File: config.mk
export PLATFORM = sky130hd
export DESIGN_NAME = chm_ctrl
export DESIGN_NICKNAME = d
export VERILOG_FILES = /design/src/rtl/chm_pkg.sv /design/src/rtl/chm_ctrl.sv
export SDC_FILE = /design/constraint.sdc
export NUM_CORES = 1
export LEC_CHECK = 0
export BUFFER_PORTS_ARGS = -buffer_cell sky130_fd_sc_hd__buf_2
export CAP_MARGIN = 20
export CORE_MARGIN = 5
export CORE_UTILIZATION = 45
export CTS_CLUSTER_DIAMETER = 40
export CTS_CLUSTER_SIZE = 24
export DETAILED_ROUTE_END_ITERATION = 10
export PLACE_DENSITY = 0.86
export SLEW_MARGIN = 20
export SYNTH_ARGS = -nofsm -noshare
export SYNTH_HDL_FRONTEND = slang
export SYNTH_SLANG_ARGS = --single-unit
File: constraint.sdc
create_clock -name aclk -period 1.9 [get_ports aclk]
set_clock_uncertainty 0.05 [all_clocks]
set_input_delay 0.38 -clock aclk [delete_from_list [all_inputs] [get_ports aclk]]
set_output_delay 0.38 -clock aclk [all_outputs]
set_load 0.02 [all_outputs]
File: src/rtl/chm_pkg.sv
// shared types, constants and codes of the chained hash map
package chm_pkg;

    localparam int MAX_BUCKETS_DEF = 256;
    localparam int POOL_NODES_DEF  = 1024;
    localparam int KEY_BITS_DEF    = 32;
    localparam int VALUE_BITS_DEF  = 32;

    localparam int CFG_W    = 9;
    localparam int FUNC_W   = 2;
    localparam int STATUS_W = 2;
    localparam int DIV_BITS = 4;

    localparam logic [CFG_W-1:0] BUCKET_COUNT_RST = 9'd256;

    typedef enum logic [FUNC_W-1:0] {
        FN_INSERT = 2'd0,
        FN_DELETE = 2'd1,
        FN_LOOKUP = 2'd2
    } chm_func_t;

    typedef enum logic [STATUS_W-1:0] {
        ST_OK        = 2'd0,
        ST_NOT_FOUND = 2'd1,
        ST_POOL_FULL = 2'd2
    } chm_status_t;

    typedef enum logic [3:0] {
        S_CLEAR,
        S_IDLE,
        S_DIV,
        S_HEAD_RD,
        S_DISPATCH,
        S_ALLOC_RD,
        S_INS_WR,
        S_WALK,
        S_CMP,
        S_DEL_FREE,
        S_OUT
    } chm_state_t;

    typedef struct packed {
        logic clr_wr;
        logic accept;
        logic div_step;
        logic head_rd;
        logic cap_head;
        logic alloc;
        logic alloc_rd;
        logic ins_wr;
        logic node_rd;
        logic advance;
        logic unlink;
        logic free_push;
        logic set_ok;
        logic set_full;
        logic cap_val;
        logic load_out;
    } chm_cmd_t;

    typedef struct packed {
        logic             clr_last;
        logic             div_last;
        logic [FUNC_W-1:0] func;
        logic             free_avail;
        logic             never_avail;
        logic             cur_is_node;
        logic             key_match;
    } chm_stat_t;

endpackage

File: src/rtl/chm_ctrl.sv
// control state machine of the chained hash map
module chm_ctrl (
    input  logic              aclk,
    input  logic              aresetn,
    input  logic              s_tvalid,
    output logic              s_tready,
    output logic              m_tvalid,
    input  logic              m_tready,
    input  chm_pkg::chm_stat_t stat,
    output chm_pkg::chm_cmd_t  cmd
);

    chm_pkg::chm_state_t state_reg, state_next;
    logic out_valid_reg, out_valid_next;
    logic slot_free;

    assign slot_free = !out_valid_reg || m_tready;

    always_ff @(posedge aclk) begin
        if (!aresetn) begin
            state_reg     <= chm_pkg::S_CLEAR;
            out_valid_reg <= 1'b0;
        end else begin
            state_reg     <= state_next;
            out_valid_reg <= out_valid_next;
        end
    end

    always_comb begin
        state_next = state_reg;
        case (state_reg)
            chm_pkg::S_CLEAR: begin
                if (stat.clr_last) state_next = chm_pkg::S_IDLE;
            end
            chm_pkg::S_IDLE: begin
                if (s_tvalid) state_next = chm_pkg::S_DIV;
            end
            chm_pkg::S_DIV: begin
                if (stat.div_last) state_next = chm_pkg::S_HEAD_RD;
            end
            chm_pkg::S_HEAD_RD: state_next = chm_pkg::S_DISPATCH;
            chm_pkg::S_DISPATCH: begin
                if (stat.func == chm_pkg::FN_INSERT) begin
                    if (stat.free_avail) state_next = chm_pkg::S_ALLOC_RD;
                    else if (stat.never_avail) state_next = chm_pkg::S_INS_WR;
                    else state_next = chm_pkg::S_OUT;
                end else if (stat.func inside {chm_pkg::FN_DELETE, chm_pkg::FN_LOOKUP}) begin
                    state_next = chm_pkg::S_WALK;
                end else begin
                    state_next = chm_pkg::S_OUT;
                end
            end
            chm_pkg::S_ALLOC_RD: state_next = chm_pkg::S_INS_WR;
            chm_pkg::S_INS_WR:   state_next = chm_pkg::S_OUT;
            chm_pkg::S_WALK: begin
                state_next = stat.cur_is_node ? chm_pkg::S_CMP : chm_pkg::S_OUT;
            end
            chm_pkg::S_CMP: begin
                if (!stat.key_match) state_next = chm_pkg::S_WALK;
                else if (stat.func == chm_pkg::FN_DELETE) state_next = chm_pkg::S_DEL_FREE;
                else state_next = chm_pkg::S_OUT;
            end
            chm_pkg::S_DEL_FREE: state_next = chm_pkg::S_OUT;
            chm_pkg::S_OUT: begin
                if (slot_free) state_next = chm_pkg::S_IDLE;
            end
            default: state_next = chm_pkg::S_IDLE;
        endcase
    end

    always_comb begin
        cmd = '0;
        s_tready = 1'b0;
        case (state_reg)
            chm_pkg::S_CLEAR: cmd.clr_wr = 1'b1;
            chm_pkg::S_IDLE: begin
                s_tready   = 1'b1;
                cmd.accept = s_tvalid;
            end
            chm_pkg::S_DIV:     cmd.div_step = 1'b1;
            chm_pkg::S_HEAD_RD: cmd.head_rd  = 1'b1;
            chm_pkg::S_DISPATCH: begin
                cmd.cap_head = 1'b1;
                if (stat.func == chm_pkg::FN_INSERT) begin
                    cmd.alloc    = 1'b1;
                    cmd.set_full = !stat.free_avail && !stat.never_avail;
                end
            end
            chm_pkg::S_ALLOC_RD: cmd.alloc_rd = 1'b1;
            chm_pkg::S_INS_WR: begin
                cmd.ins_wr = 1'b1;
                cmd.set_ok = 1'b1;
            end
            chm_pkg::S_WALK: cmd.node_rd = stat.cur_is_node;
            chm_pkg::S_CMP: begin
                if (stat.key_match) begin
                    cmd.set_ok  = 1'b1;
                    cmd.cap_val = (stat.func == chm_pkg::FN_LOOKUP);
                    cmd.unlink  = (stat.func == chm_pkg::FN_DELETE);
                end else begin
                    cmd.advance = 1'b1;
                end
            end
            chm_pkg::S_DEL_FREE: cmd.free_push = 1'b1;
            chm_pkg::S_OUT:      cmd.load_out  = slot_free;
            default: cmd = '0;
        endcase
    end

    always_comb begin
        out_valid_next = out_valid_reg;
        if (cmd.load_out) out_valid_next = 1'b1;
        else if (m_tready) out_valid_next = 1'b0;
    end

    assign m_tvalid = out_valid_reg;

`ifndef SYNTH
    a_accept_to_div: assert property (@(posedge aclk) disable iff (!aresetn)
        (s_tvalid && s_tready) |=> state_reg == chm_pkg::S_DIV)
        else $error("accepted transaction did not start the bucket division");
    a_clear_blocks_input: assert property (@(posedge aclk) disable iff (!aresetn)
        state_reg == chm_pkg::S_CLEAR |-> !s_tready)
        else $error("input taken during bucket clearing");
    a_load_needs_slot: assert property (@(posedge aclk) disable iff (!aresetn)
        cmd.load_out |-> (!m_tvalid || m_tready))
        else $error("result overwritten before it was taken");
    a_result_after_load: assert property (@(posedge aclk) disable iff (!aresetn)
        cmd.load_out |=> m_tvalid)
        else $error("loaded result not presented");
`endif

endmodule

==> results.sh, run 1 <==
export IMPL_critPathMaxStageDelay_ns=0.37
export IMPL_antenna_found_initial=0
export IMPL_numPortBuffers=29
export IMPL_die_width_um=48.14
export IMPL_grt_first_pass_wirelength_um=2739
export IMPL_crit_chain="nand2b_4 > or3_4 > nor2_1 > buf_4"
export IMPL_ys_warnings_count=0
export IMPL_ys_ff_latch=5
export IMPL_start_kind="flop"
export IMPL_multi_input_area_um2=529.3
export IMPL_ys_async_sr_fraction_pct=0
export IMPL_nNetsFinal=146
export IMPL_rsz0062_at_grt="true"
export IMPL_syn_to_final_growth_pct=39.01
export IMPL_cts_sinks=5
export IMPL_groute_usage_overall_pct=16.63
export IMPL_cts_setup_buffers=0
export IMPL_syn_cell_area_um2=654.4
export IMPL_die_h_um=48.14
export IMPL_globalRouteOverflowTotal=0
export IMPL_io_pins=30
export IMPL_clk_latency_ns=0.25
export IMPL_core_area_um2=1334
export IMPL_required_ns=1.47
export IMPL_critPathMaxFanout=7
export IMPL_drv_cap=0
export IMPL_period_needed_ns=1.858
export IMPL_place_gp_congestion=0.8891
export IMPL_cp_buffers_inverters=1
export IMPL_status="completed"
export IMPL_setup_viol=0
export IMPL_ys_flop_type="dfxtp_1"
export IMPL_cpLargestDelayFamily="simple AND/OR/NAND/NOR gates"
export IMPL_drc=0
export IMPL_routedWlPerCell_um=13.43
export IMPL_cts_buffers=3
export IMPL_clk_pin_slew_ns=0.04
export IMPL_path_depth=4
export IMPL_power_density_nw_per_um2=533.5
export IMPL_drive_gt1_share_pct=39.06
export IMPL_first_pass_iters=4
export IMPL_max_vdd_ir_drop_v=0.0002608
export IMPL_yosysTopAreaCell="dfxtp_1"
export IMPL_max_slew_margin_pct=77.66
export IMPL_crit_slowest_cell="dfxtp_4"
export IMPL_synth_area_top_cells="dfxtp_1 15%, nor2_1 10%, ha_1 9.6%"
export IMPL_grt_max_degree=16
export IMPL_r2r_cells=4
export IMPL_fin_crit_sh_pct=97.78
export IMPL_syn_inst=96
export IMPL_postLayoutCoreUtil_pct=68.20
export IMPL_highest_layer="met4"
export IMPL_worst_ep_arrival_time_ns=1.43
export IMPL_grt_pass1_vias=728
export IMPL_wirelength_um=1920
export IMPL_hold_path_class="input pin to flop"
export IMPL_ys_seq_area_share_pct=15.30
export IMPL_drt_vias_per_instance=5.678
export IMPL_row_count=13
export IMPL_cp_end_kind="primary output"
export IMPL_wl_met3_um=155
export IMPL_drtIter0Drc=21
export IMPL_start_util_pct=49.06
export IMPL_hold_viol=0
export IMPL_synth_most_common_cell="nor2_1"
export IMPL_drtAntennaViolNets=0
export IMPL_n_antenna_cell=0
export IMPL_drv_slew=0
export IMPL_fill_cells=121
export IMPL_m1WireLength_um=758
export IMPL_postCtsHoldBufs=0
export IMPL_cts_buffer_depth=2
export IMPL_die_area_um2=2317
export IMPL_hold_depth=2
export IMPL_regArea_um2=106.4
export IMPL_synth_edf_count=0
export IMPL_place_hpwl_um=1468
export IMPL_avgSynthCellArea_um2=6.816
export IMPL_fmax_ghz=0.5383
export IMPL_met2_length_um=966
export IMPL_ys_types=38
export IMPL_root_buffer="clkbuf_4"
export IMPL_worst_pin_slew_ns=0.3323
export IMPL_placed_area_um2=820.8
export IMPL_leakage_nw=0.4390
export IMPL_largest_register_ffs=4
export IMPL_vias=812
export IMPL_worstSetupPathType="flop to primary output"
export IMPL_cts_tree="done"
export IMPL_fin_area_um2=909.6
export IMPL_synth_nets=113
export IMPL_htree_levels=1
export IMPL_synth_top_area_share_pct=15.30
-- worst register-to-register path: stages (launching register included) --
cell and delay [ns]:
dfxtp_2 0.40, nand2b_1 0.22, or4b_1 0.52, a31oi_1 0.19, a311oi_1 0.07
-- worst paths after layout --
| kind | startpoint | endpoint | slack (ns) |
|---|---|---|---|
| setup / recovery | state_reg[2] | cmd[5] | 0.04 |
| hold / removal | aresetn | state_reg[2] | 0.34 |
| setup reg to reg | state_reg[0] | state_reg[0] | 0.33 |
| hold reg to reg | state_reg[1] | state_reg[3] | 0.56 |
-- cell type report --
type	count	share of cell area, %
timing repair buffer	35	22.70
sequential	5	11.69
multi-input combinational	78	58.18
inverter	6	2.476
tap	15	2.063
clock buffer	4	2.889
-- metal layers --
metal | global-route usage, % | up-vias
met5 | 0 | -
met4 | 5.376 | 0
met3 | 4.797 | 4
met2 | 30.61 | 37
met1 | 18.10 | 371
li1 | - | 400
-- where the power goes --
| part | leakage [nW] | switching (mW) | internal [mW] |
|---|---|---|---|
| combinational | 0.382 | 0.122 | 0.0942 |
| sequential | 0.0422 | 0.0285 | 0.114 |
| clock | 0.0150 | 0.0467 | 0.0796 |
| total | 0.439 | 0.197 | 0.288 |
-- timing repair --
action,4_1_cts,5_1_grt
pin swaps,0,1
endpoints found under the setup margin,6,8
gates resized for setup,6,13
cloned,0,0
-- kinds of logic after synthesis --
group                      after synthesis  share of synthesized area, %
AOI/OAI and AO/OA                       22                         22.95
xor gates and xnor gates                 1                         1.339
adders and majority gates                5                         9.560
buffers and inverters                   13                         9.942
DFF                                      5                         15.30
muxes                                    1                         1.530
and+or+nand+nor                         49                         39.39
-- through the flow --
stage | setup TNS [ns] | hold WS [ns] | std cells | total power, mW | setup slack (ns)
after floorplan | 0 | 0.4475 | 96 | 0.2838 | 0.1458
after global placement | 0 | 0.5034 | 139 | 0.3383 | 0.1821
after detailed placement | 0 | 0.5017 | 139 | 0.3426 | 0.1525
after CTS | 0 | 0.3471 | 143 | 0.4742 | 0.002737
after global routing | -0.04581 | 0.3459 | 143 | 0.5108 | -0.02806
final | 0 | 0.3416 | 143 | 0.4853 | 0.04224
-- cells in the final DEF (no fill, tap or decap), drive strengths merged, types with 2 or more instances in the layout --
cell type  Yosys  final
a21oi          4      4
a31oi          2      2
and2           3      3
buf            6     35
clkbuf         1      4
dfxtp          5      5
ha             5      5
inv            6      6
nand2          5      5
nand2b         6      6
nor2          18     18
nor3           5      5
nor3b          3      3
nor4           3      3
o21a           2      2
o21ai          6      6
No activity file was read; power rests on OpenSTA's default activity.
==> inputs of run 2 (changes only) <==
==> constraint.sdc (replaced) <==
create_clock -name aclk -period 1.9 [get_ports aclk]
set_clock_uncertainty 0.05 [all_clocks]
set_input_delay 0.19 -clock aclk [delete_from_list [all_inputs] [get_ports aclk]]
set_output_delay 0.19 -clock aclk [all_outputs]
set_load 0.02 [all_outputs]
==> run 2 against run 1 <==
Setup slack improved by 0.084 ns. Critical path depth did not move. Global-route usage rose by 1.4 points. Sequential share of layout area rose by 0.96 points. Sequential power fell by 4%. Count of clock-buffer cells in the layout did not move. First-iteration DRC count rose by 90%. Via count rose by 2.6%. Final cell count fell by 1.4%. Largest power group unchanged. Highest routed layer unchanged.
==> results.sh, run 2 (same netlist as run 1, synthesis figures left out) <==
export IMPL_row_count=13
export IMPL_fill_cells=115
export IMPL_cts_resized=0
export IMPL_drt_vias_per_instance=5.908
export IMPL_tns_ns=0
export IMPL_drtAntennaViolNets=0
export IMPL_rsz0062_at_grt="false"
export IMPL_cts_tree="done"
export IMPL_path_depth=4
export IMPL_hold_viol=0
export IMPL_grt_max_degree=21
export IMPL_cts_setup_buffers=0
export IMPL_max_vdd_ir_drop_v=0.0003488
export IMPL_nNetsFinal=144
export IMPL_startpoint="state_reg[2]"
export IMPL_fmax_ghz=0.5637
export IMPL_place_gp_congestion=1.020
export IMPL_cpLargestDelayFamily="simple AND/OR/NAND/NOR gates"
export IMPL_postCtsHoldBufs=0
export IMPL_htree_levels=1
export IMPL_clk_pin_slew_ns=0.05
export IMPL_drtIter0Drc=40
export IMPL_r2r_start="state_reg[2]"
export IMPL_period_needed_ns=1.774
export IMPL_place_inst=137
export IMPL_die_width_um=48.14
export IMPL_place_hpwl_um=1448
export IMPL_vias=833
export IMPL_crit_slowest_cell="or3_1"
export IMPL_groute_usage_overall_pct=18.05
export IMPL_n_antenna_cell=0
export IMPL_postLayoutCoreUtil_pct=63.04
export IMPL_worst_ep_arrival_time_ns=1.53
export IMPL_die_h_um=48.14
export IMPL_io_pins=30
export IMPL_die_area_um2=2317
export IMPL_cts_buffer_depth=2
export IMPL_core_area_um2=1334
export IMPL_leakage_nw=0.4229
export IMPL_cp_end_kind="primary output"
export IMPL_worst_pin_slew_ns=0.4197
export IMPL_power_density_nw_per_um2=562.3
export IMPL_hold_path_class="input pin to flop"
export IMPL_drc=0
export IMPL_drv_slew=0
export IMPL_globalRouteOverflowTotal=0
export IMPL_r2r_cells=4
export IMPL_cts_sinks=5
export IMPL_start_util_pct=49.06
export IMPL_layout_commonest_cell="buf_2"
export IMPL_root_buffer="clkbuf_4"
export IMPL_cts_buffers=3
export IMPL_first_pass_iters=4
export IMPL_multi_input_area_um2=491.7
export IMPL_fin_crit_sh_pct=93.36
export IMPL_timing_rr_end="state_reg[0]"
export IMPL_drive_gt1_share_pct=34.13
export IMPL_status="completed"
export IMPL_largest_register_ffs=4
export IMPL_drv_cap=0
export IMPL_grt_first_pass_wirelength_um=3001
export IMPL_setup_viol=0
export IMPL_fin_cells=141
export IMPL_numPortBuffers=29
export IMPL_start_kind="flop"
export IMPL_clk_latency_ns=0.25
export IMPL_grt_pass1_vias=730
export IMPL_antenna_found_initial=0
export IMPL_routedWlPerCell_um=13.24
export IMPL_crit_end="cmd[6]"
export IMPL_critPathMaxStageDelay_ns=0.38
export IMPL_final_cell_mix="29 x buf_2, 17 x nor2_1"
export IMPL_syn_to_final_growth_pct=28.49
export IMPL_worstSetupPathType="flop to primary output"
export IMPL_wirelength_um=1867
export IMPL_worst_r2r_setup_slack_ns=0.30
export IMPL_regArea_um2=106.4
export IMPL_critPathMaxFanout=10
export IMPL_required_ns=1.66
export IMPL_crit_chain="nand2b_2 > or3_1 > nor2_2 > buf_2"
export IMPL_cp_buffers_inverters=1
export IMPL_max_slew_margin_pct=71.76
-- run 2: layout make-up --
cell class	instances	share of cell area, %
tap	15	2.232
clock buffer	4	3.125
sequential	5	12.65
timing repair buffer	33	20.83
inverter	6	2.679
multi-input combinational	78	58.48
-- run 2: worst min path at each step --
stage                        from           end  slack, ns  cells after the start
after CTS                 aresetn  state_reg[2]       0.15                      2
after global routing      aresetn  state_reg[2]       0.15                      2
after global placement    aresetn  state_reg[2]       0.41                      2
final                     aresetn  state_reg[2]       0.14                      2
after detailed placement  aresetn  state_reg[2]       0.41                      2
after floorplan           aresetn  state_reg[2]       0.26                      1
-- run 2: where the power goes --
group	switching [mW]	internal, mW
clock	0.0479	0.0797
combinational	0.122	0.0861
sequential	0.0229	0.114
-- run 2: metrics by stage --
step / cell area [µm²] / hold slack, ns / total power, mW / setup slack (ns)
floorplan: 654.4 / 0.2575 / 0.2838 / 0.1765
global placement: 805.8 / 0.4131 / 0.3369 / 0.3255
detailed placement: 805.8 / 0.4055 / 0.3400 / 0.2376
CTS: 832.0 / 0.1484 / 0.4703 / 0.02182
global route: 840.8 / 0.1520 / 0.5025 / 0.02250
finish: 840.8 / 0.1437 / 0.4727 / 0.1261
-- run 2: metal layers --
metal	GRT usage, %	up-vias	share of wire (%)
met5	0	-	0
met4	10.75	0	2.9
met3	3.690	7	9.7
met2	28.76	47	48
met1	22.25	378	39
li1	-	401	-
-- run 2: worst register-to-register path, stage by stage (launching register included) --
cell	delay (ns)
dfxtp_4	0.37
nand2b_2	0.24
or4b_1	0.54
a31oi_1	0.20
a311oi_1	0.07
